## src/rtl/kqt_pkg.sv

```systemverilog
// shared types and constants of the keyed quantity table
package kqt_pkg;

   localparam int CAPACITY = 64;
   localparam int SLOT_W   = $clog2(CAPACITY);
   localparam int CNT_W    = $clog2(CAPACITY + 1);
   localparam int IDX_W    = 6;
   localparam int CMP_W    = (SLOT_W > IDX_W) ? SLOT_W : IDX_W;
   localparam int TOTAL_W  = 7;

   typedef struct packed {
      logic signed [31:0] quantity;
      logic [15:0]        brand;
      logic [15:0]        part;
   } entry_type;

   typedef enum logic [1:0] {
      MODE_SET   = 2'd0,
      MODE_QUERY = 2'd1,
      MODE_READ  = 2'd2
   } mode_type;

   typedef enum logic [1:0] {
      ST_IDLE,
      ST_SEARCH,
      ST_MOVE,
      ST_DONE
   } state_type;

endpackage

```

## src/rtl/kqt_cell.sv

```systemverilog
// one storage cell of the entry ring, shifting toward the head
module kqt_cell
   import kqt_pkg::*;
(
   input  logic      clock,
   input  logic      shift_en,
   input  entry_type entry_in,
   output entry_type entry_out
);

   entry_type entry_ff;
   entry_type entry_in_next;

   always_comb begin
      entry_in_next = shift_en ? entry_in : entry_ff;
   end

   always_ff @(posedge clock) begin
      entry_ff <= entry_in_next;
   end

   assign entry_out = entry_ff;

endmodule

```

## src/rtl/keyed_quantity_table.sv

```systemverilog
// top level of the keyed quantity table: ring of entry cells and its sequencer
//
// The table holds up to CAPACITY entries (part key, brand key, signed quantity) in a ring
// of cells that rotates by one cell each cycle, while a sweep is running, past a single
// compare and write-back point at the head. A query, a read, an update or an append sweeps
// the ring once; a delete of a present key needs a second sweep to move the last entry
// into the freed slot. Mode 3 does nothing and answers with the entry count. One request
// is worked on at a time; the result sits in an output register, so the next request is
// taken while it waits. There is no clearing pass after reset: only slots below the
// entry count are ever read.
module keyed_quantity_table
   import kqt_pkg::*;
(
   input  logic        clock,
   input  logic        reset,
   input  logic        req_tvalid,
   output logic        req_tready,
   // part_key[15:0], brand_key[31:16], new_quantity[63:32], entry_index[69:64], zero pad
   input  logic [71:0] req_tdata,
   // mode[1:0]
   input  logic [1:0]  req_tuser,
   output logic        rsp_tvalid,
   input  logic        rsp_tready,
   // ok[0], found[1], out_part[17:2], out_brand[33:18], out_quantity[65:34],
   // entry_total[72:66], zero pad
   output logic [79:0] rsp_tdata
);

   state_type state_ff, state_in;
   logic [SLOT_W-1:0] slot_ff, slot_in;
   logic [CNT_W-1:0]  count_ff, count_in;
   logic              found_ff, found_in;
   logic [SLOT_W-1:0] pos_ff, pos_in;
   entry_type         last_ff, last_in;
   entry_type         hold_ff, hold_in;
   mode_type          mode_ff;
   logic [15:0]       part_ff, brand_ff;
   logic signed [31:0] qty_ff;
   logic [IDX_W-1:0]  idx_ff;
   logic              rsp_valid_ff, rsp_valid_in;
   logic [79:0]       rsp_data_ff, rsp_data_in;

   entry_type chain [CAPACITY];
   entry_type head;
   entry_type wb;
   logic      shift_en;

   logic             req_fire;
   logic             slot_last;
   logic [CNT_W-1:0] slot_ext;
   logic             in_range;
   logic             key_hit;
   logic             positive;
   logic             load;
   logic             append;
   logic             out_ok;
   logic             out_found;
   entry_type        out_entry;

   // ring of cells, slot k reaches the head when the sweep's slot counter equals k
   for (genvar i = 0; i < CAPACITY; i++) begin : g_cell
      entry_type cell_in;
      if (i == CAPACITY - 1) begin : g_tail
         assign cell_in = wb;
      end else begin : g_mid
         assign cell_in = chain[i+1];
      end
      kqt_cell u_cell (
         .clock     (clock),
         .shift_en  (shift_en),
         .entry_in  (cell_in),
         .entry_out (chain[i])
      );
   end

   assign head       = chain[0];
   assign req_tready = (state_ff == ST_IDLE);
   assign req_fire   = req_tvalid && req_tready;
   assign shift_en   = (state_ff == ST_SEARCH) || (state_ff == ST_MOVE);
   assign slot_last  = (slot_ff == SLOT_W'(CAPACITY - 1));
   assign slot_ext   = CNT_W'(slot_ff);
   assign in_range   = slot_ext < count_ff;
   assign key_hit    = in_range && !found_ff && (head.part == part_ff) &&
                       (head.brand == brand_ff);
   assign positive   = !qty_ff[31] && (qty_ff != 32'sd0);
   assign load       = (state_ff == ST_DONE) && (!rsp_valid_ff || rsp_tready);

   // next state
   always_comb begin
      state_in = state_ff;
      unique case (state_ff)
         ST_IDLE: begin
            if (req_fire) begin
               if (req_tuser == MODE_SET || req_tuser == MODE_QUERY ||
                   req_tuser == MODE_READ) begin
                  state_in = ST_SEARCH;
               end else begin
                  state_in = ST_DONE;
               end
            end
         end
         ST_SEARCH: begin
            if (slot_last) begin
               if (mode_ff == MODE_SET && !positive && found_in) begin
                  state_in = ST_MOVE;
               end else begin
                  state_in = ST_DONE;
               end
            end
         end
         ST_MOVE: begin
            if (slot_last) begin
               state_in = ST_DONE;
            end
         end
         ST_DONE: begin
            if (load) begin
               state_in = ST_IDLE;
            end
         end
         default: state_in = ST_IDLE;
      endcase
   end

   // head cell compare and write-back
   always_comb begin
      wb       = head;
      found_in = found_ff;
      pos_in   = pos_ff;
      last_in  = last_ff;
      hold_in  = hold_ff;
      slot_in  = slot_ff;
      if (shift_en) begin
         slot_in = slot_last ? '0 : slot_ff + SLOT_W'(1);
      end
      if (req_fire) begin
         found_in = 1'b0;
      end else if (state_ff == ST_SEARCH) begin
         case (mode_ff)
            MODE_SET: begin
               if (positive) begin
                  if (key_hit) begin
                     wb.quantity = qty_ff;
                     found_in    = 1'b1;
                  end else if (!found_ff && slot_ext == count_ff) begin
                     // first free slot: append
                     wb.part     = part_ff;
                     wb.brand    = brand_ff;
                     wb.quantity = qty_ff;
                  end
               end else begin
                  if (key_hit) begin
                     pos_in   = slot_ff;
                     found_in = 1'b1;
                  end
                  if (slot_ext + CNT_W'(1) == count_ff) begin
                     last_in = head;
                  end
               end
            end
            MODE_QUERY: begin
               if (key_hit) begin
                  hold_in  = head;
                  found_in = 1'b1;
               end
            end
            MODE_READ: begin
               if (in_range && CMP_W'(slot_ff) == CMP_W'(idx_ff)) begin
                  hold_in  = head;
                  found_in = 1'b1;
               end
            end
            default: ;
         endcase
      end else if (state_ff == ST_MOVE) begin
         if (slot_ff == pos_ff) begin
            wb = last_ff;
         end
      end
   end

   // result and entry count
   always_comb begin
      append    = (mode_ff == MODE_SET) && positive && !found_ff;
      out_ok    = (mode_ff == MODE_SET) && !(append && count_ff == CNT_W'(CAPACITY));
      out_found = ((mode_ff == MODE_QUERY) || (mode_ff == MODE_READ)) && found_ff;
      out_entry = out_found ? hold_ff : '0;
      count_in  = count_ff;
      if (load) begin
         if (append && count_ff != CNT_W'(CAPACITY)) begin
            count_in = count_ff + CNT_W'(1);
         end else if (mode_ff == MODE_SET && !positive && found_ff) begin
            count_in = count_ff - CNT_W'(1);
         end
      end
      rsp_data_in  = load ? {7'd0, TOTAL_W'(count_in), out_entry.quantity,
                             out_entry.brand, out_entry.part, out_found, out_ok}
                          : rsp_data_ff;
      rsp_valid_in = load ? 1'b1 : (rsp_tready ? 1'b0 : rsp_valid_ff);
   end

   always_ff @(posedge clock) begin
      if (reset) begin
         state_ff     <= ST_IDLE;
         slot_ff      <= '0;
         count_ff     <= '0;
         found_ff     <= 1'b0;
         rsp_valid_ff <= 1'b0;
      end else begin
         state_ff     <= state_in;
         slot_ff      <= slot_in;
         count_ff     <= count_in;
         found_ff     <= found_in;
         rsp_valid_ff <= rsp_valid_in;
      end
   end

   always_ff @(posedge clock) begin
      pos_ff      <= pos_in;
      last_ff     <= last_in;
      hold_ff     <= hold_in;
      rsp_data_ff <= rsp_data_in;
      if (req_fire) begin
         mode_ff  <= mode_type'(req_tuser);
         part_ff  <= req_tdata[15:0];
         brand_ff <= req_tdata[31:16];
         qty_ff   <= req_tdata[63:32];
         idx_ff   <= req_tdata[69:64];
      end
   end

   assign rsp_tvalid = rsp_valid_ff;
   assign rsp_tdata  = rsp_data_ff;

`ifndef SYNTHESIS
   a_count_bound: assert property (@(posedge clock) disable iff (reset)
      count_ff <= CNT_W'(CAPACITY))
      else $error("entry count above capacity");

   a_sweep_ends: assert property (@(posedge clock) disable iff (reset)
      (state_ff == ST_SEARCH && slot_last) |=> (state_ff != ST_SEARCH))
      else $error("search sweep did not end after one turn of the ring");

   a_count_only_at_done: assert property (@(posedge clock) disable iff (reset)
      (state_ff != ST_DONE) |=> $stable(count_ff))
      else $error("entry count changed outside result load");

   a_rsp_from_done: assert property (@(posedge clock) disable iff (reset)
      $rose(rsp_tvalid) |-> $past(state_ff == ST_DONE))
      else $error("result beat raised without a finished request");

   a_ok_found_exclusive: assert property (@(posedge clock) disable iff (reset)
      rsp_tvalid |-> !(rsp_tdata[0] && rsp_tdata[1]))
      else $error("ok and found both set");
`endif

endmodule

```

## config.mk

```make
export PLATFORM = sky130hd
export DESIGN_NAME = keyed_quantity_table
export DESIGN_NICKNAME = d
export VERILOG_FILES = /design/src/rtl/kqt_pkg.sv /design/src/rtl/kqt_cell.sv /design/src/rtl/keyed_quantity_table.sv
export SDC_FILE = /design/constraint.sdc
export NUM_CORES = 2
export LEC_CHECK = 0
export BUFFER_PORTS_ARGS = -buffer_cell sky130_fd_sc_hd__buf_2
export CORE_MARGIN = 4
export CORE_UTILIZATION = 55
export CTS_CLUSTER_SIZE = 12
export DETAILED_ROUTE_END_ITERATION = 6
export PLACE_DENSITY = 0.78
export SYNTH_ARGS = -nofsm -noshare
export SYNTH_HDL_FRONTEND = slang
export SYNTH_HIERARCHICAL = 1
export SYNTH_SLANG_ARGS = --single-unit
```

## constraint.sdc

```tcl
create_clock -name clock -period 95 [get_ports clock]
set_input_delay 19 -clock clock [delete_from_list [all_inputs] [get_ports clock]]
set_output_delay 19 -clock clock [all_outputs]
set_load 0.02 [all_outputs]
```

Word level (Yosys, flattened, before mapping)
Index checks and enable logic that the tools add are counted.
W data, S select, Z words.
{ "word_totals": {"reg_bits": 4392, "output_inout_bits": 82, "inputBits": 78, "wordCells": 308} }
{ "classes": {"add_sub_neg": 4, "mux": 30, "n_reduce_logical": 38, "magnitude_cmp": 1, "bitwise_logic": 2, "n_eq_ne": 22} }
{ "op_table": {"columns": ["operator", "count"], "rows": [
  ["$mux W64", 9],
  ["$pmux W64 S2", 1],
  ["$mux W32", 2],
  ["$eq A16 B16 Y1", 2],
  ["$reduce_bool A32 Y1", 1],
  ["$mux W7", 3],
  ["$logic_and A1 B1 Y1", 17],
  ["$reduce_and A5 Y1", 3],
  ["$eq A6 B6 Y1", 2],
  ["$mux W2", 5],
  ["$ne A2 B2 Y1 const B", 5],
  ["$eq A2 B2 Y1 const B", 4],
  ["$pmux W2 S4", 1],
  ["$add A6 B1 Y7 const B", 1],
  ["$add A7 B1 Y7 const B", 1],
  ["$eq A6 B7 Y1", 1],
  ["$eq A7 B7 Y1", 1],
  ["$eq A7 B7 Y1 const B", 1],
  ["$lt A6 B7 Y1", 1],
  ["$mux W1", 7],
  ["$ne A7 B7 Y1 const B", 1],
  ["$sub A7 B1 Y7 const B", 1],
  ["$add A6 B1 Y6 const B", 1],
  ["$eq A2 B1 Y1 const B", 3],
  ["other kinds (11)", 23]
]} }

Logic depth before layout (Yosys ltp)
{ "logic_depth": {"depth_word": 12, "mapped_depth": 11, "ltp_nobuf": 8} }

Cells and area by module
The synthesis kept the hierarchy.
{ "modules_own_cells": {"columns": ["module", "n_inst", "area_each_um2", "cells_per_inst", "seq_area_each_um2"], "rows": [
  ["kqt_cell", 64, 1921.8, 64, 1921.8],
  ["keyed_quantity_table", 1, 12801.0, 965, 8718.4]
]} }

Worst setup path after synthesis
Ideal clock, no wire load.
{ "synth_path": {"path_kind": "register to register", "startpoint": "reg state_ff[0]", "endpoint": "reg state_ff[1]", "n_path_buf": 0, "slack_ns": 0.086, "path_stages_with_launch": 7, "setup_ns": 0.071, "t_required_ns": 94.929, "t_arrival_ns": 94.842, "synth_period_minus_slack_ns": 94.914, "cell_sequence": "dfxtp_1 -> inv_1 -> ha_1 -> inv_1 -> o21ai_0 -> mux2i_1 -> nor2_1"} }
{ "synth_via": {"elab_chain_len": 4, "elab_cells_between_ends": 12, "classes_between": "7 x eq/ne; 1 x mux; 4 x reduce/logical"} }
{ "synth_rtl": {"columns": ["element", "line_no", "text"], "rows": [
  ["from (decl)", "keyed_quantity_table.sv:29", "state_type state_ff, state_in;"],
  ["from (signal assigned)", "keyed_quantity_table.sv:210", "state_ff <= state_in;"],
  ["$eq A2 B2 Y1 / $logic_not A2 Y1 (equally long branches)", "keyed_quantity_table.sv:86, keyed_quantity_table.sv:91, keyed_quantity_table.sv:77", null],
  ["$logic_and A1 B1 Y1 (on tied branches)", "keyed_quantity_table.sv:86, keyed_quantity_table.sv:78", null],
  ["$ne A2 B2 Y1 (no line) / $ne A2 B1 Y1 (equally long branches)", null, null],
  ["$reduce_and A4 Y1 (no line)", null, null]
]} }
Several ways; a longest one is shown, not always the timed one.
A chain may end at the register's enable or synchronous reset.

Worst setup path in the final report
{ "layout_path": {"startpoint": "in req_tvalid", "endpoint": "reg last_ff[26] (netlist name), enable pin"} }
{ "layout_via": {"elab_chain_len": 3} }
{ "layout_rtl": {"columns": ["element", "line_no", "text"], "rows": [
  ["from (decl)", "keyed_quantity_table.sv:16", "input logic req_tvalid,"],
  ["$logic_and A1 B1 Y1", "keyed_quantity_table.sv:78", "assign req_fire = req_tvalid && req_tready;"],
  ["$not A1 Y1 (no line)", null, null],
  ["$reduce_and A5 Y1 (no line)", null, null],
  ["to (signal assigned)", "keyed_quantity_table.sv:220", "last_ff <= last_in;"],
  ["to (decl)", "keyed_quantity_table.sv:34", "entry_type last_ff, last_in;"]
]} }
Every way passes these cells.

==> results.tsv <==
metric	value	unit
drt_iter0_drc	6163	
ctsResizeCount	0	
stdcell_area	0.152	mm^2
grt_max_degree	222	
rows	182	
drv_cap	0	
finalCritPeriodShare	21.9	%
post_dp_cell_area	0.141	mm^2
dp_cells	8422	
cp-startpoint	req_tvalid	
drv_slew	0	
reg2reg_from	state_ff[0]	
fin_cells	8947	
finClkSkew	0.0672	ns
ir_drop	0.0000432	V
area_delta_synth_final	12.0	%
endpoint	last_ff[26]	
drive_gt1_share	11.7	%
holdBufCountCts	0	
fillCellCount	15200	
worst_slew_pin_slew	1.23	ns
htree_num_levels	5	
syn_inst	5061	
setup_tns	0	ns
numCtsBuffers	424	
mostFrequentLayoutCell	edfxtp_1	
max_slew_margin	17.9	%
total_power	6.17	mW
cts_setup_buffers	0	
viasPerCell	5.53	
arrival	21.40	ns
multiInputGateArea	0.00378	mm^2
wire_per_inst	25.1	um
cts_tree	done	
hold_viol_final	0	
ys_ff_latch	4392	
reg2reg_depth	9	
die_width	505	um
crit_required	95.56	ns
root_buffer	clkbuf_16	
fmax	48.0	MHz
start_util	55.3	%
die-height	505	um
io_buffers	150	
cts.sinks	4392	
syn_avg_cell_area	26.8	um^2
cellLeakagePower	49.8	nW
async_flop_share	0	%
yosys_warnings	6	
rsz0062_at_grt	no	
gp_congestion	0.834	
dr.pass1.iters	6	
worstSkewPairLatency	0.97	ns
core	0.246	mm^2
final_cell_mix	edfxtp_1 (4375), clkbuf_16 (431), buf_2 (150)	
crit_path_cell_trace	buf_2 -> nand2_1 -> and3_1 -> nand4_1 -> nor3_2 -> buf_4 -> buf_4	
netlist_area	0.136	mm^2
cpMostUsedCell	buf_4	
critPathMaxFanout	38	
vias	49500	
reg2reg_to	g_cell[35].u_cell/entry_out[14]	
ys_seq_area_share	97.0	%
io_pins	160	
wirelength	224	mm
rrSetupSlack	86.23	ns
dieArea	0.255	mm^2
synth-edff-count	4375	
setup_violations	0	
start_kind	input pin	
cp-end-kind	register	
antenna_found_initial	15	
place_hpwl	102	mm
drc	0	
ys_types	52	
clkSlewWorstSetupHoldPaths	0.06	ns
status	finished, final reports clean	
finalNetCount	5724	
grt_pass1_wl	335	mm
cts_max_path_buffers	4	
final_util	61.9	%
grt.total_usage	17.6	%
ys.flop_type	edfxtp_1	
hp-class	register to register	
powerDensity	40.6	mW/mm^2
drtAntennaViolNets	0	
worstSetupPathType	input pin to register	
finalCriticalPeriod	20.84	ns
seq_area	0.132	mm^2
gr-total-overflow	0	
cp_slowest_stage_delay	0.64	ns
critPathSlowestCell	buf_4	
grt_pass1_vias	50300	
==> Yosys cell counts, types with 10 or more instances <==
library cell / count / share of area (%)
xnor2_1: 23 / 0.15
nor4_1: 19 / 0.088
xor2_1: 38 / 0.25
o22ai_1: 59 / 0.27
inv_1: 20 / 0.055
nand4_1: 11 / 0.051
and3_1: 66 / 0.30
nand3_1: 14 / 0.052
ha_1: 18 / 0.17
nor2_1: 100 / 0.28
nand2_1: 18 / 0.050
buf_4: 10 / 0.055
dfxtp_1: 17 / 0.25
a21oi_1: 41 / 0.15
edfxtp_1: 4375 / 97
clkbuf_1: 50 / 0.14
a22o_1: 32 / 0.21
nor3_1: 39 / 0.14
o21ai_0: 11 / 0.041
a21o_1: 32 / 0.18
==> registers in the layout (all words and copies together), names as in the netlist <==
name and count:
brand_ff 16, count_ff 7, found_ff 1, g_cell.u_cell/entry_out 4096
hold_ff 64, idx_ff 6, last_ff 64, mode_ff 2
part_ff 16, pos_ff 6, qty_ff 32, rsp_tdata 73
rsp_tvalid 1, slot_ff 6, state_ff 2
==> metrics by stage <==
stage               setup WS [ns]  hold WS, ns
floorplan                  0.0864        0.400
global placement            73.29        0.402
detailed placement          73.28        0.405
CTS                         74.11        0.378
global route                74.09        0.390
finish                      74.16        0.381
==> power breakdown <==
part / total (mW) / leakage, nW / switching [mW] / internal [mW]
Combinational: 0.592 / 2.68 / 0.537 / 0.0551
Sequential: 4.12 / 41.6 / 0.395 / 3.72
Clock: 1.46 / 5.48 / 0.656 / 0.808
Total: 6.17 / 49.8 / 1.59 / 4.58
==> routing by layer <==
metal / wire length, um / vias up / global-route usage [%]
met3: 13200 / 469 / 3.01
li1: - / 21400 / -
met2: 113000 / 1981 / 28.5
met4: 8150 / 0 / 6.51
met5: 0 / - / 0
met1: 90400 / 25600 / 24.6
==> final cells by class <==
type / instances / area share [%]
multi-input cells: 584 / 2.48
inverters: 20 / 0.0510
clock inverters: 32 / 0.144
flip-flops and latches: 4392 / 86.6
repair buffers: 206 / 0.836
well taps: 3220 / 2.65
diodes: 5 / 0.00823
clock buffers: 488 / 7.23
==> kinds of logic (layout without fill, tap and decap cells) <==
group	after synthesis	in the layout	share of synthesized area, %
multiplexers	2	2	0.0147
AO/OA/AOI/OAI	201	201	1.02
adder cells (fa/ha/maj)	18	18	0.166
flip-flops	4392	4392	97.0
other	1	12	0.00276
buffers and inverters	91	746	0.300
XOR/XNOR	61	61	0.393
AND/OR/NAND/NOR	295	295	1.11
==> critical path, delay by kind of cell <==
kind / cells / cell delay [ns]
buffers and inverters: 3 / 1.27
AND/OR/NAND/NOR: 4 / 1.03
==> worst min path at each step <==
stage                              startpoint                             end  slack, ns  cells after the start
6_report       g_cell[60].u_cell/entry_out[9]  g_cell[59].u_cell/entry_out[9]       0.38                      0
5_1_grt        g_cell[60].u_cell/entry_out[9]  g_cell[59].u_cell/entry_out[9]       0.39                      0
4_1_cts        g_cell[60].u_cell/entry_out[9]  g_cell[59].u_cell/entry_out[9]       0.38                      0
3_5_place_dp   g_cell[1].u_cell/entry_out[59]  g_cell[0].u_cell/entry_out[59]       0.40                      0
3_3_place_gp   g_cell[9].u_cell/entry_out[19]  g_cell[8].u_cell/entry_out[19]       0.40                      0
2_1_floorplan   g_cell[1].u_cell/entry_out[0]   g_cell[0].u_cell/entry_out[0]       0.40                      0
(Power assumes the default switching activity.)
